--- src/pts_pkg.sv ---
// Shared widths and division constants for the pressure trend slope block.
package pts_pkg;

  localparam int unsigned WINDOW  = 24;
  localparam int unsigned PRESS_W = 17;
  localparam int unsigned MEAN_W  = 17;
  localparam int unsigned SLOPE_W = 22;

  localparam int unsigned IN_DATA_W  = ((PRESS_W + 7) / 8) * 8;
  localparam int unsigned OUT_DATA_W = ((MEAN_W + SLOPE_W + 7) / 8) * 8;

  // Running sums: plain sum and sum of (2*i - (WINDOW-1)) * y_i.
  localparam int unsigned SUM_W  = PRESS_W + $clog2(WINDOW);
  localparam int unsigned WSUM_W = PRESS_W + $clog2(WINDOW * WINDOW / 4) + 1;
  localparam int unsigned MAG_W  = WSUM_W - 1;

  // Slope = round(512 * |S| / D), D = sum of squared doubled positions.
  localparam int unsigned SLOPE_SHIFT = 9;
  localparam int unsigned SLOPE_DEN   = WINDOW * (WINDOW * WINDOW - 1) / 3;
  localparam int unsigned SLOPE_HALF  = SLOPE_DEN / 2;
  localparam int unsigned DEN_W       = $clog2(SLOPE_DEN + 1);
  localparam int unsigned SN_W        = MAG_W + SLOPE_SHIFT + 1;
  localparam int unsigned SR_W        = SN_W - $clog2(SLOPE_DEN) + 1;
  localparam logic [SR_W-1:0] SLOPE_RECIP =
    SR_W'((64'd1 << SN_W) / 64'(SLOPE_DEN));

  // Mean = floor((sum + WINDOW/2) / WINDOW).
  localparam int unsigned MEAN_HALF = WINDOW / 2;
  localparam int unsigned WIN_W     = $clog2(WINDOW + 1);
  localparam int unsigned MN_W      = SUM_W + 1;
  localparam int unsigned MR_W      = MN_W - $clog2(WINDOW) + 1;
  localparam logic [MR_W-1:0] MEAN_RECIP =
    MR_W'((64'd1 << MN_W) / 64'(WINDOW));

  localparam int unsigned SLOPE_MAX_MAG = 2 ** (SLOPE_W - 1) - 1;
  localparam int unsigned SLOPE_MIN_MAG = 2 ** (SLOPE_W - 1);
  localparam int unsigned QX_W = ((SR_W > SLOPE_W) ? SR_W : SLOPE_W) + 1;

endpackage

--- src/pressure_trend_slope.sv ---
// Sliding-window pressure mean and least-squares trend slope, one sample per cycle when not stalled.
//
//   channel  dir  fields (lowest bit up)                     request moves
//   s_axis   in   pressure_pa[16:0], zero pad to 24 bits    one hourly sample
//   m_axis   out  window_mean_pa[16:0], trend_slope_q8[38:17] one result
//
// One request is taken every cycle while the output is not stalled; each result
// passes the running-sum, product and output registers in turn. The rate is set by
// the input sum update and the two middle-stage reciprocal multipliers, one stage each.
// Reset clears the window, both running sums and all stage valid flags.
// A stalled output holds its result; earlier stages keep moving into empty
// slots, so input is refused only when all three stages are full.
module pressure_trend_slope (
  input  logic                            clk_i,
  input  logic                            rst_ni,
  input  logic                            s_axis_tvalid_i,
  output logic                            s_axis_tready_o,
  input  logic [pts_pkg::IN_DATA_W-1:0]   s_axis_tdata_i,  // [16:0] pressure_pa
  output logic                            m_axis_tvalid_o,
  input  logic                            m_axis_tready_i,
  output logic [pts_pkg::OUT_DATA_W-1:0]  m_axis_tdata_o   // [16:0] window_mean_pa,
                                                           // [38:17] trend_slope_q8
);
  import pts_pkg::*;

  logic                  acc, rdy1, rdy2, rdy3;
  logic                  v1_q, v2_q, v3_q;
  logic [PRESS_W-1:0]    win_q [WINDOW];
  logic [PRESS_W-1:0]    x, y0;
  logic [SUM_W-1:0]      sum_q, sum_d;
  logic [WSUM_W-1:0]     wsum_q, wsum_d;

  logic                  neg_d;
  logic [WSUM_W-1:0]     s_abs;
  logic [SN_W-1:0]       sn_d;
  logic [SN_W+SR_W-1:0]  sp_d;
  logic [MN_W-1:0]       mn_d;
  logic [MN_W+MR_W-1:0]  mp_d;

  logic                  neg2_q;
  logic [SN_W-1:0]       sn2_q;
  logic [SN_W+SR_W-1:0]  sp2_q;
  logic [MN_W-1:0]       mn2_q;
  logic [MN_W+MR_W-1:0]  mp2_q;

  logic [SR_W-1:0]       sq_est, sq;
  logic [SR_W+DEN_W-1:0] s_prod;
  logic [SN_W-1:0]       s_rem;
  logic [QX_W-1:0]       qx;
  logic [MR_W-1:0]       mq_est, mq;
  logic [MR_W+WIN_W-1:0] m_prod;
  logic [MN_W-1:0]       m_rem;
  logic [MEAN_W-1:0]     mean_q, mean_d;
  logic [SLOPE_W-1:0]    slope_q, slope_d;

  // Each stage moves when the one after it is empty or moving.
  assign rdy3 = !v3_q || m_axis_tready_i;
  assign rdy2 = !v2_q || rdy3;
  assign rdy1 = !v1_q || rdy2;
  assign acc  = s_axis_tvalid_i && rdy1;
  assign s_axis_tready_o = rdy1;

  // Shifting the window moves every old sample one position down, so the
  // weighted sum changes by -2*sum plus the terms of the leaving and new samples.
  always_comb begin
    x      = s_axis_tdata_i[PRESS_W-1:0];
    y0     = win_q[0];
    sum_d  = sum_q - SUM_W'(y0) + SUM_W'(x);
    wsum_d = wsum_q + WSUM_W'(y0) * WSUM_W'(WINDOW + 1) - (WSUM_W'(sum_q) << 1)
           + WSUM_W'(x) * WSUM_W'(WINDOW - 1);
  end

  // Reciprocal products; the estimate is at most one below the true quotient.
  always_comb begin
    neg_d = wsum_q[WSUM_W-1];
    s_abs = neg_d ? (~wsum_q + 1'b1) : wsum_q;
    sn_d  = (SN_W'(s_abs[MAG_W-1:0]) << SLOPE_SHIFT) + SN_W'(SLOPE_HALF);
    sp_d  = (SN_W+SR_W)'(sn_d) * (SN_W+SR_W)'(SLOPE_RECIP);
    mn_d  = MN_W'(sum_q) + MN_W'(MEAN_HALF);
    mp_d  = (MN_W+MR_W)'(mn_d) * (MN_W+MR_W)'(MEAN_RECIP);
  end

  always_comb begin
    sq_est = sp2_q[SN_W+SR_W-1:SN_W];
    s_prod = (SR_W+DEN_W)'(sq_est) * (SR_W+DEN_W)'(SLOPE_DEN);
    s_rem  = sn2_q - s_prod[SN_W-1:0];
    sq     = sq_est + SR_W'(s_rem >= SN_W'(SLOPE_DEN));
    qx     = QX_W'(sq);
    if (!neg2_q) begin
      if (qx > QX_W'(SLOPE_MAX_MAG)) slope_d = SLOPE_W'(SLOPE_MAX_MAG);
      else                           slope_d = SLOPE_W'(qx);
    end else begin
      if (qx > QX_W'(SLOPE_MIN_MAG)) slope_d = SLOPE_W'(SLOPE_MIN_MAG);
      else                           slope_d = SLOPE_W'(QX_W'(0) - qx);
    end

    mq_est = mp2_q[MN_W+MR_W-1:MN_W];
    m_prod = (MR_W+WIN_W)'(mq_est) * (MR_W+WIN_W)'(WINDOW);
    m_rem  = mn2_q - m_prod[MN_W-1:0];
    mq     = mq_est + MR_W'(m_rem >= MN_W'(WINDOW));
    mean_d = MEAN_W'(mq);
  end

  always_ff @(posedge clk_i or negedge rst_ni) begin
    if (!rst_ni) begin
      v1_q   <= 1'b0;
      v2_q   <= 1'b0;
      v3_q   <= 1'b0;
      sum_q  <= '0;
      wsum_q <= '0;
      for (int i = 0; i < WINDOW; i++) win_q[i] <= '0;
    end else begin
      if (rdy1) v1_q <= s_axis_tvalid_i;
      if (rdy2) v2_q <= v1_q;
      if (rdy3) v3_q <= v2_q;
      if (acc) begin
        sum_q  <= sum_d;
        wsum_q <= wsum_d;
        for (int i = 0; i < WINDOW - 1; i++) win_q[i] <= win_q[i+1];
        win_q[WINDOW-1] <= x;
      end
    end
  end

  always_ff @(posedge clk_i) begin
    if (v1_q && rdy2) begin
      neg2_q <= neg_d;
      sn2_q  <= sn_d;
      sp2_q  <= sp_d;
      mn2_q  <= mn_d;
      mp2_q  <= mp_d;
    end
    if (v2_q && rdy3) begin
      mean_q  <= mean_d;
      slope_q <= slope_d;
    end
  end

  assign m_axis_tvalid_o = v3_q;
  assign m_axis_tdata_o  = OUT_DATA_W'({slope_q, mean_q});

endmodule

--- config.mk ---
export PLATFORM = sky130hd
export DESIGN_NAME = pressure_trend_slope
export DESIGN_NICKNAME = d
export VERILOG_FILES = /design/src/pts_pkg.sv /design/src/pressure_trend_slope.sv
export SDC_FILE = /design/constraint.sdc
export NUM_CORES = 2
export LEC_CHECK = 0
export BUFFER_PORTS_ARGS = -buffer_cell sky130_fd_sc_hd__buf_2
export CAP_MARGIN = 10
export CORE_AREA = 3 3 308 310
export DETAILED_ROUTE_END_ITERATION = 6
export DIE_AREA = 0 0 311 313
export PLACE_DENSITY = 0.87
export SLEW_MARGIN = 20
export SYNTH_ARGS = -nofsm -noshare
export SYNTH_HDL_FRONTEND = slang
export SYNTH_SLANG_ARGS = --single-unit
--- constraint.sdc ---
create_clock -name clk_i -period 10.8 [get_ports clk_i]
set_input_delay 0.54 -clock clk_i [delete_from_list [all_inputs] [get_ports clk_i]]
set_output_delay 0.54 -clock clk_i [all_outputs]
set_load 0.02 [all_outputs]
==> metrics.txt <==
# TYPE chip_impl_metric gauge
chip_impl_info{name="outcome",value="finished clean"} 1
chip_impl_info{name="most-common-layout-cells",value="sky130_fd_sc_hd__nand2_1 (1,316), sky130_fd_sc_hd__inv_1 (1,079), sky130_fd_sc_hd__ha_1 (665)"} 1
chip_impl_metric{name="dr_total_vias",unit=""} 39630
chip_impl_info{name="rsz_0062_raised_after_global_routing",value="true"} 1
chip_impl_metric{name="grtUsageTotal",unit="%"} 25.45
chip_impl_metric{name="die_area",unit="um^2"} 97340
chip_impl_metric{name="drt-total-wl",unit="mm"} 122.5
chip_impl_metric{name="synth-edff-count",unit=""} 128
chip_impl_metric{name="detailedRoute.firstPassIterationCount",unit=""} 6
chip_impl_metric{name="layout.cell_area.non_filler",unit="um^2"} 59760
chip_impl_metric{name="boundaryPins",unit=""} 70
chip_impl_metric{name="sum_of_negative_setup_slack",unit="ps"} 0
chip_impl_metric{name="syn_avg_cell_area",unit="um^2"} 9.434
chip_impl_metric{name="grt_pass1_vias",unit=""} 41690
chip_impl_metric{name="slowest_delay",unit="ps"} 550
chip_impl_metric{name="synth_seq_area_share",unit="%"} 28.20
chip_impl_metric{name="start_util",unit="%"} 59.12
chip_impl_metric{name="clock_insertion_delay_at_the_later_pin_of_the_skew_report",unit="ps"} 680
chip_impl_metric{name="clkSlewWorstSetupHoldPaths",unit="ps"} 70
chip_impl_metric{name="areaGrowthSynthToFinish",unit="%"} 9.940
chip_impl_metric{name="synth_cell_type_count",unit=""} 91
chip_impl_info{name="layout.cells.most_common",value="sky130_fd_sc_hd__nand2_1"} 1
chip_impl_info{name="worst_setup_path_start_kind",value="flip-flop"} 1
chip_impl_info{name="min_path_type",value="in2reg"} 1
chip_impl_metric{name="cp_data_arrival_time",unit="ps"} 11010
chip_impl_metric{name="yosys_warnings",unit=""} 0
chip_impl_metric{name="crit_fanout",unit=""} 8
chip_impl_metric{name="chipHeight",unit="um"} 313
chip_impl_metric{name="grt_first_pass_wirelength",unit="mm"} 203.9
chip_impl_metric{name="core",unit="um^2"} 91940
chip_impl_metric{name="global_route.overflow_total",unit=""} 0
chip_impl_metric{name="grt_antenna_before_repair",unit=""} 3
chip_impl_metric{name="routabilityCongestion",unit=""} 0.9376
chip_impl_metric{name="antenna_left",unit=""} 0
chip_impl_metric{name="worst_slew_pin_slew",unit="ps"} 1152
chip_impl_metric{name="cp.required",unit="ps"} 11310
chip_impl_metric{name="number_of_cells_on_the_critical_path",unit=""} 43
chip_impl_metric{name="rows",unit=""} 111
chip_impl_info{name="ws_path_type",value="reg2reg"} 1
chip_impl_metric{name="io_buffers",unit=""} 61
chip_impl_info{name="tritoncts",value="built"} 1
chip_impl_metric{name="clockBufferDepth",unit=""} 3
chip_impl_metric{name="netlist_area",unit="um^2"} 54360
chip_impl_metric{name="post_drt_via_cell_ratio",unit=""} 5.489
chip_impl_info{name="crit_family",value="adder cells"} 1
chip_impl_metric{name="htreeDepth",unit=""} 2
chip_impl_metric{name="drc",unit=""} 0
chip_impl_metric{name="final-setup-viol-count",unit=""} 0
chip_impl_metric{name="pin_count_of_the_biggest_net_entering_global_routing",unit=""} 235
chip_impl_metric{name="timing.critical_path.buf_inv",unit=""} 8
chip_impl_metric{name="worst_clock_skew_on_the_final_layout",unit="ps"} 27.18
chip_impl_info{name="critPathSlowestCell",value="sky130_fd_sc_hd__fa_1"} 1
chip_impl_info{name="worstSetupEndpointType",value="flip-flop"} 1
chip_impl_metric{name="regToRegSetupSlack",unit="ps"} 300
chip_impl_metric{name="synthesis.instances",unit=""} 5762
chip_impl_metric{name="share_of_flip_flops_with_an_asynchronous_set_or_reset",unit="%"} 78.19
chip_impl_metric{name="dp_cells",unit=""} 7084
chip_impl_metric{name="footprint_of_the_multi_input_gates",unit="um^2"} 34910
chip_impl_metric{name="final-seq-area",unit="um^2"} 15330
chip_impl_metric{name="drt_iter0_markers",unit=""} 3163
chip_impl_metric{name="final_layout_size_suffix_gt1_share",unit="%"} 7.614
chip_impl_metric{name="min_path_cells",unit=""} 2
chip_impl_metric{name="timing_hold_violations_final",unit=""} 0
chip_impl_metric{name="cts_made_buffers",unit=""} 61
chip_impl_metric{name="place_area",unit="um^2"} 56900
chip_impl_metric{name="period_share",unit="%"} 97.21
chip_impl_metric{name="design.final.nets",unit=""} 7224
chip_impl_metric{name="die_width",unit="um"} 311
chip_impl_metric{name="fill_cells",unit=""} 6819
chip_impl_metric{name="worst-r2r-cell-count",unit=""} 43
chip_impl_info{name="yosys_most_used_dff",value="sky130_fd_sc_hd__dfrtp_1"} 1
chip_impl_metric{name="wl_per_cell",unit="um"} 16.96
chip_impl_metric{name="max_cap_violations",unit=""} 0
chip_impl_metric{name="tritoncts_num_sinks",unit=""} 587
chip_impl_metric{name="syn-num-nets",unit=""} 7061
chip_impl_metric{name="final_cells",unit=""} 7221
chip_impl_metric{name="fmaxAchievable",unit="GHz"} 0.09525
chip_impl_metric{name="ys_seq_elements",unit=""} 587
chip_impl_metric{name="detailed_place_hpwl",unit="mm"} 94.53
chip_impl_metric{name="timing.max_slew.rel_slack",unit="%"} 22.67
chip_impl_info{name="cts_root_buf",value="sky130_fd_sc_hd__clkbuf_16"} 1
chip_impl_metric{name="timing_max_transition_violations_final",unit=""} 0
chip_impl_metric{name="min_period",unit="ps"} 10500
==> layer usage <==
layer | GRT usage (%) | vias up | wire length, um
met1 | 32.69 | 19570 | 50250
li1 | - | 18610 | -
met3 | 4.132 | 301 | 7212
met2 | 44.48 | 1150 | 61140
met4 | 7.719 | 2 | 3844
met5 | 0 | - | 12
==> synthesized netlist by cell type (29+ instances only) <==
| library cell | number | area [um^2] |
|---|---|---|
| sky130_fd_sc_hd__xor2_1 | 98 | 858.3 |
| sky130_fd_sc_hd__edfxtp_1 | 128 | 3844 |
| sky130_fd_sc_hd__nor2_1 | 125 | 469.2 |
| sky130_fd_sc_hd__nand3_1 | 54 | 270.3 |
| sky130_fd_sc_hd__nand2_1 | 1317 | 4943 |
| sky130_fd_sc_hd__fa_1 | 596 | 11930 |
| sky130_fd_sc_hd__nand2b_1 | 30 | 187.7 |
| sky130_fd_sc_hd__a21oi_1 | 152 | 760.7 |
| sky130_fd_sc_hd__a21o_1 | 80 | 600.6 |
| sky130_fd_sc_hd__ha_1 | 675 | 8446 |
| sky130_fd_sc_hd__nand4_1 | 29 | 181.4 |
| sky130_fd_sc_hd__clkbuf_1 | 118 | 442.9 |
| sky130_fd_sc_hd__o21a_1 | 31 | 232.7 |
| sky130_fd_sc_hd__xnor2_1 | 152 | 1331 |
| sky130_fd_sc_hd__dfrtp_1 | 459 | 11490 |
| sky130_fd_sc_hd__o21ai_0 | 173 | 865.8 |
| sky130_fd_sc_hd__nor3_1 | 63 | 315.3 |
| sky130_fd_sc_hd__inv_1 | 1084 | 4069 |
==> logic make-up after synthesis <==
kind of cell / count (synthesis) / synth area share, %
other cells: 1 / 0.006899
buf+inv: 1216 / 8.448
compound gates: 632 / 7.534
xor+xnor: 253 / 4.143
flops: 587 / 28.20
simple gates: 1791 / 13.96
fa+ha+maj: 1271 / 37.49
mux: 11 / 0.2164
==> metrics by stage <==
stage / util (%) / hold slack (ps) / setup WS (ps)
2_1_floorplan: - / 244.4 / 523.4
3_3_place_gp: 61.87 / 442.5 / -111.9
3_5_place_dp: 61.88 / 450.2 / -398.7
4_1_cts: 64.40 / 101.2 / 9.093
5_1_grt: 64.99 / 109.5 / -104.9
6_report: 65.00 / 129.0 / 301.0
==> registers in the layout, summed over array words and instances (netlist names), 17 cells and up <==
signal,flops
win_q,391
sn2_q,26
wsum_q,26
sp2_q,23
slope_q,22
sum_q,22
mn2_q,20
mp2_q,19
mean_q,17
y0,17
==> what timing repair did <==
item	4_1_cts	5_1_grt
hold buffers	1	0
gates cloned	0	1
buffers inserted	4	15
resized for setup	10	88
endpoints found under the setup margin	20	23
pin swaps	6	72
endpoints found under the hold margin	61	0
==> worst paths after layout <==
path                                 start     endpoint
max                              sp2_q[44]  slope_q[10]
min in group asynchronous           rst_ni   win_q[207]
min                        s_axis_tvalid_i         v1_q
max in group asynchronous           rst_ni   win_q[264]
max reg2reg                      sp2_q[44]  slope_q[10]
min reg2reg                       win_q[3]    win_q[20]
==> area by class of cell <==
cell class | count | share of cell area, %
Sequential cell | 587 | 25.65
Clock inverter | 36 | 0.8689
Antenna cell | 2 | 0.008375
Clock buffer | 78 | 2.848
Tap cell | 1243 | 2.603
Inverter | 1084 | 6.809
Multi-Input combinational cell | 3960 | 58.42
Timing Repair Buffer | 231 | 2.787
Power is left out: the tool's default activity adds up to more than one toggle a clock period on the data nets, which glitch-free logic cannot reach.
